$ cat src/design/rie_pkg.sv
// ----------------------------------------------------------------------------
// rie_pkg
// types and constants shared by the instruction executor modules
// ----------------------------------------------------------------------------
`default_nettype none
package rie_pkg;
	localparam logic [1:0] FUNC_LOAD = 2'd0;
	localparam logic [1:0] FUNC_EXEC = 2'd1;
	localparam logic [1:0] FUNC_READ = 2'd2;

	localparam logic [3:0] OP_BR     = 4'd0;
	localparam logic [3:0] OP_ARITH  = 4'd1;
	localparam logic [3:0] OP_CMP    = 4'd2;
	localparam logic [3:0] OP_JSR    = 4'd4;
	localparam logic [3:0] OP_LOGIC  = 4'd5;
	localparam logic [3:0] OP_LDR    = 4'd6;
	localparam logic [3:0] OP_STR    = 4'd7;
	localparam logic [3:0] OP_RTI    = 4'd8;
	localparam logic [3:0] OP_CONST  = 4'd9;
	localparam logic [3:0] OP_SHIFT  = 4'd10;
	localparam logic [3:0] OP_JMP    = 4'd12;
	localparam logic [3:0] OP_HICON  = 4'd13;
	localparam logic [3:0] OP_TRAP   = 4'd15;

	localparam logic [15:0] PC_RESET  = 16'h8200;
	localparam logic [15:0] PSR_RESET = 16'h8002;

	typedef struct packed {
		logic [15:0] read_value;
		logic [15:0] next_pc;
		logic [15:0] status_word;
		logic        reg_write;
		logic [2:0]  reg_index;
		logic [15:0] reg_value;
		logic        mem_write;
		logic [15:0] store_addr;
		logic [15:0] store_value;
		logic        illegal;
	} result_t;

	typedef struct packed {
		logic [1:0]  func;
		logic [15:0] word_addr;
		logic [15:0] load_value;
	} item_t;

	// controller to datapath
	typedef struct packed {
		logic take;       // latch input item
		logic mem_item;   // issue load/read access
		logic fetch;      // issue instruction fetch
		logic decode;     // latch instruction, read operands
		logic exec;       // compute, start divide, issue data access
		logic commit;     // write state, form result
	} cmd_t;

	typedef struct packed {
		logic div_busy;
	} sts_t;
endpackage
`default_nettype wire

$ cat src/design/rie_controller.sv
// ----------------------------------------------------------------------------
// rie_controller
// sequencer for item handling and instruction steps, output register
// ----------------------------------------------------------------------------
`default_nettype none
module rie_controller (
	input  wire logic             clk,
	input  wire logic             arst_n,
	input  wire logic             in_valid,
	output logic                  in_ready,
	input  wire logic [1:0]       in_func,
	output logic                  out_valid,
	input  wire logic             out_ready,
	output rie_pkg::cmd_t         cmd,
	input  wire rie_pkg::sts_t    sts,
	input  wire rie_pkg::result_t result,
	output rie_pkg::result_t      out_data
);
	localparam logic [2:0] S_IDLE   = 3'd0;
	localparam logic [2:0] S_MEM    = 3'd1;
	localparam logic [2:0] S_FETCH  = 3'd2;
	localparam logic [2:0] S_DECODE = 3'd3;
	localparam logic [2:0] S_EXEC   = 3'd4;
	localparam logic [2:0] S_WAIT   = 3'd5;
	localparam logic [2:0] S_DONE   = 3'd6;

	logic [2:0] state_q;
	logic [2:0] state_d;
	logic       out_valid_q;
	rie_pkg::result_t out_q;
	logic       take;
	logic       slot_free;

	assign slot_free = !out_valid_q || out_ready;
	assign in_ready  = (state_q == S_IDLE);
	assign take      = in_valid && in_ready;

	always_comb begin
		cmd = '0;
		cmd.take = take;
		state_d = state_q;
		case (state_q)
			S_IDLE: if (take) state_d = (in_func == rie_pkg::FUNC_EXEC) ? S_FETCH : S_MEM;
			S_MEM: begin
				cmd.mem_item = 1'b1;
				state_d = S_DONE;
			end
			S_FETCH: begin
				cmd.fetch = 1'b1;
				state_d = S_DECODE;
			end
			S_DECODE: begin
				cmd.decode = 1'b1;
				state_d = S_EXEC;
			end
			S_EXEC: begin
				cmd.exec = 1'b1;
				state_d = S_WAIT;
			end
			S_WAIT: if (!sts.div_busy) state_d = S_DONE;
			S_DONE: begin
				// commit only when the output slot can take the result
				if (slot_free) begin
					cmd.commit = 1'b1;
					state_d = S_IDLE;
				end
			end
			default: state_d = S_IDLE;
		endcase
	end

	always_ff @(posedge clk or negedge arst_n) begin
		if (!arst_n) begin
			state_q     <= S_IDLE;
			out_valid_q <= 1'b0;
		end else begin
			state_q <= state_d;
			if (cmd.commit) out_valid_q <= 1'b1;
			else if (out_ready) out_valid_q <= 1'b0;
		end
	end

	always_ff @(posedge clk) begin
		if (cmd.commit) out_q <= result;
	end

	assign out_valid = out_valid_q;
	assign out_data  = out_q;
endmodule
`default_nettype wire

$ cat config.mk
export PLATFORM = sky130hd
export DESIGN_NAME = rie_controller
export DESIGN_NICKNAME = d
export VERILOG_FILES = /design/src/design/rie_pkg.sv /design/src/design/rie_controller.sv
export SDC_FILE = /design/constraint.sdc
export NUM_CORES = 1
export LEC_CHECK = 0
export BUFFER_PORTS_ARGS = -buffer_cell sky130_fd_sc_hd__buf_2
export CORE_MARGIN = 1
export CORE_UTILIZATION = 37
export CTS_CLUSTER_SIZE = 28
export DETAILED_ROUTE_END_ITERATION = 10
export PLACE_DENSITY = 0.75
export SLEW_MARGIN = 20
export SYNTH_ARGS = -nofsm -noshare
export SYNTH_HDL_FRONTEND = slang
export SYNTH_SLANG_ARGS = --single-unit
$ cat constraint.sdc
create_clock -name clk -period 5.9 [get_ports clk]
set_clock_uncertainty 0.1 [all_clocks]
set_input_delay 0.59 -clock clk [delete_from_list [all_inputs] [get_ports clk]]
set_output_delay 0.59 -clock clk [all_outputs]
set_load 0.02 [all_outputs]
Yosys cells after proc, flatten, opt, wreduce, memory -nomap -nowiden
Cells that the tools add are included.
Widths: inputs -> output; s select.

operators by class
  equality and inequality tests = 10
  multiplexer cells = 13
  reductions and logical operators = 6

operator list
  cell                number
  $pmux 3 s7          1
  $eq 3x3->1 const B  3
  $mux 3              3
  $mux 1              8
  $eq 3x2->1 const B  2
  $ne 2x2->1 const B  2
  $eq 3x1->1 const B  1
  $logic_not 3->1     1
  $reduce_and 3->1    1
  $eq 2x1->1 const B  1
  $mux 2              1
  $ne 2x1->1 const B  1
  $reduce_bool 2->1   1
  $logic_and 1x1->1   1
  $logic_not 1->1     1
  $logic_or 1x1->1    1

word-level totals
  flip-flop bits (word level) = 106
  input bits = 109
  output and inout port bits = 110
  logic and storage cells = 41

Depth between registers and ports, before layout
Gate-level depths: netlist of the first run.

  depth in word-level cells = 5
  mapped depth = 4
  depth with buffers taken out = 3

Worst setup path before layout of the first run
No wires, ideal clock.

  path type = input -> output
  start point = input out_ready
  end point = output cmd[0] (netlist bit)
  data arrival time = 5312 ps
  slack = -102 ps
  stages on the path = 3
  path through = nand2b_1 > nand2_1 > nor2_1

RTL lines
  what         line                  source
  from (decl)  rie_controller.sv:13  input wire logic out_ready,
  to (decl)    rie_controller.sv:14  output rie_pkg::cmd_t cmd,

==> results of run 1 <==
[registers in the layout (all words and copies together) (netlist names)]
name and flops:
out_valid 1, state_q 3, out_data 102
[cell families (layout without fill, tap and decap cells)]
kind of cell	after synthesis	after routing	share of synthesized area [%]
and+or+nand+nor	14	14	2.87
buffers and inverters	5	238	1.23
AOI/OAI and AO/OA	7	7	1.68
DFF	106	106	94.2
[power by group]
part	internal (mW)	total [mW]	switching, mW
Sequential	0.999	1.06	0.0560
Combinational	0.140	0.459	0.319
Clock	0.162	0.411	0.249
[placed cells by master (no fill, tap or decap), drive strengths merged]
cell           n
o211ai         1
and4bb         1
clkbuf         9
o21ai          2
nand3b         1
dlygate4sd3    1
clkinv         3
clkinvlp       1
and3           1
o2bb2ai        1
nand2b         3
edfxtp       102
nor2           2
nor3           2
and2           1
dfrtp          4
a221oi         1
nor3b          1
o21a           1
inv            4
nand2          2
a211oi         1
buf          220
[what timing repair did]
action | 4_1_cts | 5_1_grt
hold buffers | 1 | 0
setup buffers | 0 | 0
hold endpoints to repair | 4 | 0
setup endpoints to repair | 0 | 0
[critical path, stage by stage (launching register included)]
cell	delay, ns
sky130_fd_sc_hd__dfrtp_1	0.63
sky130_fd_sc_hd__nand2_1	0.18
sky130_fd_sc_hd__nor2_4	0.62
sky130_fd_sc_hd__buf_2	0.29
[layout make-up]
class	count	area [um^2]
flip-flops and latches	106	3160
clock buffers	9	124
multi-input cells	21	160
inverters	1	3.75
clock inverters	7	61.3
repair buffers	221	1120
well taps	108	135
fillers	714	4000
[routing by layer]
layer | GRT usage [%] | vias to the layer above
met1 | 15.1 | 981
met2 | 27.7 | 117
met3 | 6.12 | 7
met5 | 0 | -
met4 | 4.41 | 0
li1 | - | 974
[metrics by stage]
stage                     power [mW]  cell area [um^2]
after CTS                       1.95              4760
final                           1.93              4760
after global routing            2.01              4760
after floorplan                 1.38              3360
after global placement          1.52              4570
after detailed placement        1.54              4570
[worst min-delay path by stage]
stage / startpoint / endpoint / slack [ns] / depth (start not counted)
finish: result[9] / out_data[9] / 0.30 / 1
global route: result[42] / out_data[42] / 0.27 / 1
CTS: result[9] / out_data[9] / 0.28 / 1
detailed placement: arst_n / state_q[2] / 0.30 / 1
global placement: arst_n / state_q[2] / 0.30 / 1
floorplan: arst_n / out_valid / 0.19 / 0
==> out/qor.json, run 1 <==
{
  "routed_wl": {"value": 7120, "unit": "um"},
  "met2_length": {"value": 3830, "unit": "um"},
  "grtUsageTotal": {"value": 14.9, "unit": "%"},
  "clock_path_buffers": {"value": 2},
  "final_core_util": {"value": 54.4, "unit": "%"},
  "clock_sinks": {"value": 106},
  "num_vias": {"value": 2079},
  "cts-buffers-inserted": {"value": 9},
  "initialDrtViolationCount": {"value": 40},
  "netlist_area": {"value": 0.00336, "unit": "mm^2"},
  "fin_ws": {"value": 3.12, "unit": "ns"},
  "final_max_slew_viol_count": {"value": 0},
  "grt_max_degree": {"value": 40},
  "synth_top_cells_by_area": {"value": "sky130_fd_sc_hd__edfxtp_1, sky130_fd_sc_hd__dfrtp_1, sky130_fd_sc_hd__buf_6"},
  "synth_sequential_area_ratio": {"value": 94.2, "unit": "%"},
  "power_density": {"value": 404, "unit": "mW/mm^2"},
  "place.detailed.instances": {"value": 456},
  "syn_nets": {"value": 241},
  "synthesis.area_per_instance": {"value": 25.4, "unit": "um^2"},
  "num-nets-final": {"value": 469},
  "worstReg2RegEnd": {"value": "out_data[73]"},
  "cp.required": {"value": 5.21, "unit": "ns"},
  "clock_latency": {"value": 0.35, "unit": "ns"},
  "gp_routability_congestion": {"value": 0.786},
  "yosysTopAreaCellShare": {"value": 91.2, "unit": "%"},
  "max_clock_freq": {"value": 360, "unit": "MHz"},
  "hold_path.class": {"value": "in -> reg"},
  "wl_met1": {"value": 2600, "unit": "um"},
  "hold_ws": {"value": 0.299, "unit": "ns"},
  "cts.reportedPaths.clkPinSlew": {"value": 0.11, "unit": "ns"},
  "synth_edf_count": {"value": 102},
  "timing.rr.start": {"value": "state_q[2]"},
  "wl_per_cell": {"value": 15.1, "unit": "um"},
  "antennaDiodeCount": {"value": 0},
  "final.period_utilization": {"value": 47.1, "unit": "%"},
  "path_max_fanout": {"value": 28},
  "postRouteAntennaNets": {"value": 0},
  "dieArea": {"value": 0.00946, "unit": "mm^2"},
  "post-synth-top-count-cell": {"value": "sky130_fd_sc_hd__edfxtp_1"},
  "detail_route.drc_violations": {"value": 0},
  "startpoint": {"value": "state_q[2]"},
  "std_cell_rows": {"value": 34},
  "ys_ff_latch": {"value": 106},
  "grt_setup_unrepaired": {"value": "no"},
  "route.top_layer_used": {"value": "met4"},
  "synth.cells.most_frequent": {"value": "sky130_fd_sc_hd__edfxtp_1, sky130_fd_sc_hd__dfrtp_1, sky130_fd_sc_hd__nand2b_1"},
  "outcome": {"value": "finished, final reports clean"},
  "cp_data_arrival_time": {"value": 2.09, "unit": "ns"},
  "vias_in_the_first_global_route": {"value": 2073},
  "timing.max_slew.rel_slack": {"value": 48.8, "unit": "%"},
  "worst_case_vdd_ir_drop": {"value": 0.000190, "unit": "V"},
  "design.core.area": {"value": 0.00876, "unit": "mm^2"},
  "final_hold_viol_count": {"value": 0},
  "chipWidth": {"value": 97.3, "unit": "um"},
  "fin_crit": {"value": 2.78, "unit": "ns"},
  "dominantRegCellSynth": {"value": "sky130_fd_sc_hd__edfxtp_1"},
  "critPathLaunchType": {"value": "flop"},
  "initial_core_util": {"value": 38.3, "unit": "%"},
  "synth.yosys.warnings": {"value": 0},
  "reg2reg_setup_slack": {"value": 3.45, "unit": "ns"},
  "leakage": {"value": 2.02, "unit": "nW"},
  "ffs_w_async_s_r_synth": {"value": 3.77, "unit": "%"},
  "timing.final.setup_violations": {"value": 0},
  "clockRootBuffer": {"value": "sky130_fd_sc_hd__clkbuf_8"},
  "grt_first_pass_wirelength": {"value": 10500, "unit": "um"},
  "number_of_antenna_violations_at_the_first_check_in_global_routing": {"value": 0},
  "wl_met3": {"value": 613, "unit": "um"},
  "synth_largest_area_cell": {"value": "sky130_fd_sc_hd__edfxtp_1"},
  "pre_cts_slack": {"value": 3.26, "unit": "ns"},
  "setup.worst_path.class": {"value": "reg -> out"},
  "critical_path.endpoint": {"value": "cmd[0]"},
  "vias_per_cell": {"value": 4.40},
  "vertical_extent_of_the_die": {"value": 97.3, "unit": "um"},
  "grt_overflow_total": {"value": 0},
  "worst-slew-pin-transition": {"value": 0.766, "unit": "ns"},
  "numPortBuffers": {"value": 218},
  "layout.cells.non_filler": {"value": 473},
  "num_io_pins": {"value": 219},
  "cts_tree": {"value": "built"},
  "worst_setup_path_end_kind": {"value": "output pin"},
  "r2r_cells": {"value": 3},
  "p_r_area_growth_vs_syn": {"value": 41.9, "unit": "%"},
  "htree_levels": {"value": 3},
  "syn_inst": {"value": 132},
  "max-cap-violations": {"value": 0},
  "fin_tns_setup": {"value": 0, "unit": "ns"},
  "placed_wire_length_estimate": {"value": 5500, "unit": "um"},
  "yosysUniqueCellTypes": {"value": 22},
  "dr.pass1.iters": {"value": 4},
  "layout-drive-gt1-share": {"value": 66.0, "unit": "%"},
  "cts_resized": {"value": 0}
}
Note: power is estimated with default switching activity, not from simulation.
==> run 2, diff against run 1 <==
--- a/config.mk
+++ b/config.mk
@@ -7,10 +7,10 @@
 export LEC_CHECK = 0
 export BUFFER_PORTS_ARGS = -buffer_cell sky130_fd_sc_hd__buf_2
 export CORE_MARGIN = 1
-export CORE_UTILIZATION = 37
+export CORE_UTILIZATION = 41
 export CTS_CLUSTER_SIZE = 28
 export DETAILED_ROUTE_END_ITERATION = 10
-export PLACE_DENSITY = 0.75
+export PLACE_DENSITY = 0.78
 export SLEW_MARGIN = 20
 export SYNTH_ARGS = -nofsm -noshare
 export SYNTH_HDL_FRONTEND = slang
==> constraint.sdc (replaced) <==
create_clock -name clk -period 2.8 [get_ports clk]
set_clock_uncertainty 0.1 [all_clocks]
set_input_delay 0.28 -clock clk [delete_from_list [all_inputs] [get_ports clk]]
set_output_delay 0.28 -clock clk [all_outputs]
set_load 0.02 [all_outputs]
==> run 2 against run 1 <==
Global-route usage grew 7.2 points. Cell count grew 20%. Via count grew 23%. Clock power grew 120%. Largest cell class unchanged. Largest power group unchanged.
==> out/qor.json, run 2 (synthesis gave the netlist of run 1 again) <==
{
  "outcome": {"value": "finished, final reports clean"},
  "timing.final.setup_violations": {"value": 0, "change": "unchanged"},
  "pre_cts_slack": {"value": 0.760, "unit": "ns", "change": "-2.50 ns"},
  "cts_resized": {"value": 0, "change": "unchanged"},
  "dieArea": {"value": 0.00855, "unit": "mm^2", "change": "-9.6%"},
  "detailed_place.area": {"value": 0.00460, "unit": "mm^2", "change": "+0.74%"},
  "grtUsageTotal": {"value": 22.1, "unit": "%", "change": "+7.2 points"},
  "power_density": {"value": 734, "unit": "mW/mm^2", "change": "+82%"},
  "layout.cells.non_filler": {"value": 568, "change": "+20%"},
  "multi_input_area": {"value": 168, "unit": "um^2", "change": "+4.7%"},
  "critical_path.endpoint": {"value": "cmd[0]"},
  "final.period_utilization": {"value": 81.4, "unit": "%"},
  "place.detailed.instances": {"value": 451, "change": "-1.1%"},
  "max-cap-violations": {"value": 0, "change": "unchanged"},
  "hold_buffers": {"value": 100, "change": "+99"},
  "cts.reportedPaths.clkPinSlew": {"value": 0.09, "unit": "ns", "change": "-0.02 ns"},
  "path_max_fanout": {"value": 16, "change": "-43%"},
  "vertical_extent_of_the_die": {"value": 92.5, "unit": "um", "change": "-4.9%"},
  "gp_routability_congestion": {"value": 0.736, "change": "-6.4%"},
  "grt_first_pass_wirelength": {"value": 13500, "unit": "um", "change": "+28%"},
  "fin_tns_setup": {"value": 0, "unit": "ns", "change": "unchanged"},
  "timing.rr.start": {"value": "state_q[2]"},
  "leakage": {"value": 2.44, "unit": "nW", "change": "+21%"},
  "fin_crit": {"value": 2.28, "unit": "ns"},
  "max_clock_freq": {"value": 439, "unit": "MHz"},
  "layout.filler_cells": {"value": 484, "change": "-32%"},
  "clock_sinks": {"value": 106, "change": "unchanged"},
  "clock_path_buffers": {"value": 2, "change": "unchanged"},
  "postRouteAntennaNets": {"value": 0, "change": "unchanged"},
  "grt_setup_unrepaired": {"value": "no"},
  "final_core_util": {"value": 74.4, "unit": "%", "change": "+20 points"},
  "clock_latency": {"value": 0.35, "unit": "ns", "change": "about the same"},
  "number_of_antenna_violations_at_the_first_check_in_global_routing": {"value": 0, "change": "unchanged"},
  "hold_path.class": {"value": "in -> reg"},
  "grt_max_degree": {"value": 42, "change": "+5.0%"},
  "vias_in_the_first_global_route": {"value": 2703, "change": "+30%"},
  "cp_data_arrival_time": {"value": 1.90, "unit": "ns", "change": "-0.19 ns"},
  "cts_tree": {"value": "built"},
  "vias_per_cell": {"value": 4.51, "change": "+2.7%"},
  "final_max_slew_viol_count": {"value": 0, "change": "unchanged"},
  "routed_wl": {"value": 9260, "unit": "um", "change": "+30%"},
  "detail_route.drc_violations": {"value": 0, "change": "unchanged"},
  "worst_setup_path_end_kind": {"value": "output pin"},
  "clockRootBuffer": {"value": "sky130_fd_sc_hd__clkbuf_8"},
  "grt_overflow_total": {"value": 0, "change": "unchanged"},
  "critPathSlowestCell": {"value": "sky130_fd_sc_hd__dfrtp_1"},
  "mostFrequentLayoutCells": {"value": "sky130_fd_sc_hd__buf_2, sky130_fd_sc_hd__dlygate4sd3_1, sky130_fd_sc_hd__edfxtp_1"},
  "cts.repair_timing.setup_buffer_count": {"value": 0, "change": "unchanged"},
  "antennaDiodeCount": {"value": 0, "change": "unchanged"},
  "num_vias": {"value": 2563, "change": "+23%"},
  "cp.required": {"value": 2.42, "unit": "ns", "change": "-2.79 ns"},
  "worst-slew-pin-transition": {"value": 0.510, "unit": "ns", "change": "-0.256 ns"},
  "p_r_area_growth_vs_syn": {"value": 73.0, "unit": "%"},
  "chipWidth": {"value": 92.5, "unit": "um", "change": "-4.9%"},
  "fin_ws": {"value": 0.520, "unit": "ns", "change": "-2.60 ns"},
  "design.core.area": {"value": 0.00781, "unit": "mm^2", "change": "-11%"},
  "critPathLaunchType": {"value": "flop"},
  "placed_wire_length_estimate": {"value": 5490, "unit": "um", "change": "-0.12%"},
  "crit_path_cells": {"value": "nand2_1 > nor2_4 > buf_2"},
  "final_hold_viol_count": {"value": 0, "change": "unchanged"},
  "std_cell_rows": {"value": 32, "change": "-5.9%"},
  "setup.worst_path.class": {"value": "reg -> out"},
  "startpoint": {"value": "state_q[2]"},
  "layout-drive-gt1-share": {"value": 51.7, "unit": "%", "change": "-14 points"},
  "worstReg2RegEnd": {"value": "out_data[64]"},
  "largest_reg_flops": {"value": 102, "change": "unchanged"},
  "crit_family": {"value": "flip-flops"},
  "timing.max_slew.rel_slack": {"value": 65.9, "unit": "%", "change": "+17 points"},
  "initial_core_util": {"value": 43.0, "unit": "%", "change": "+4.7 points"},
  "timing.critical_path.buf_inv": {"value": 1, "change": "unchanged"},
  "htree_levels": {"value": 3, "change": "unchanged"},
  "dr.pass1.iters": {"value": 4, "change": "unchanged"},
  "critical_path_cell_count": {"value": 3, "change": "unchanged"},
  "num-nets-final": {"value": 571, "change": "+22%"},
  "fin_area": {"value": 0.00581, "unit": "mm^2", "change": "+22%"},
  "most_common_cell_after_layout_fill_and_taps_aside": {"value": "sky130_fd_sc_hd__buf_2"},
  "wl_per_cell": {"value": 16.3, "unit": "um", "change": "+8.2%"},
  "numPortBuffers": {"value": 218, "change": "unchanged"},
  "reg2reg_setup_slack": {"value": 0.74, "unit": "ns", "change": "-2.71 ns"},
  "hold_path.startpoint": {"value": "result[59]"},
  "r2r_cells": {"value": 3, "change": "unchanged"},
  "initialDrtViolationCount": {"value": 103, "change": "+160%"},
  "max_stage_delay": {"value": 0.65, "unit": "ns", "change": "+0.02 ns"},
  "cts-buffers-inserted": {"value": 9, "change": "unchanged"},
  "num_io_pins": {"value": 219, "change": "unchanged"},
  "worst_case_vdd_ir_drop": {"value": 0.000508, "unit": "V", "change": "+170%"},
  "regArea": {"value": 0.00316, "unit": "mm^2", "change": "about the same"}
}
-- run 2: how the worst min path moves through the flow --
stage                         endpoint  slack [ns]  cells after the start
after floorplan              out_valid       -0.12                      0
after detailed placement    state_q[2]      -0.009                      1
after global routing      out_data[59]       0.007                      1
after CTS                 out_data[99]       0.006                      1
final                     out_data[59]        0.03                      1
after global placement      state_q[2]       -0.01                      1
-- run 2: stage by stage --
step                      hold WS (ns)  power, mW
final                           0.0318       4.26
after global routing           0.00705       4.44
after CTS                      0.00579       4.26
after detailed placement      -0.00931       3.28
after global placement         -0.0114       3.25
after floorplan                 -0.116       2.90
-- run 2: routing by layer --
layer  share of wire (%)  routed length [um]  vias up  global-route usage [%]
met3                  11                 983       24                    9.36
met1                  33                3070     1197                    21.5
met2                  53                4940      164                    39.7
li1                    -                   -     1178                       -
met4                 2.8                 261        0                    10.7
met5                   0                   0        -                       0
-- run 2: area by class of cell --
type	instances	area share [%]
repair buffers	323	37.2
flip-flops and latches	106	54.5
clock inverters	5	0.970
well taps	102	2.20
multi-input cells	21	2.89
clock buffers	10	2.20
inverters	1	0.0646
-- run 2: power breakdown --
part	switching, mW	internal [mW]
Sequential	0.140	2.10
Clock	0.478	0.406
Combinational	0.712	0.421
-- run 2: worst reg2reg max path, stage by stage (launching register included) --
cell and delay (ns):
sky130_fd_sc_hd__dfrtp_1 0.65, sky130_fd_sc_hd__nand2_1 0.17, sky130_fd_sc_hd__nor2_4 0.46, sky130_fd_sc_hd__buf_4 0.36
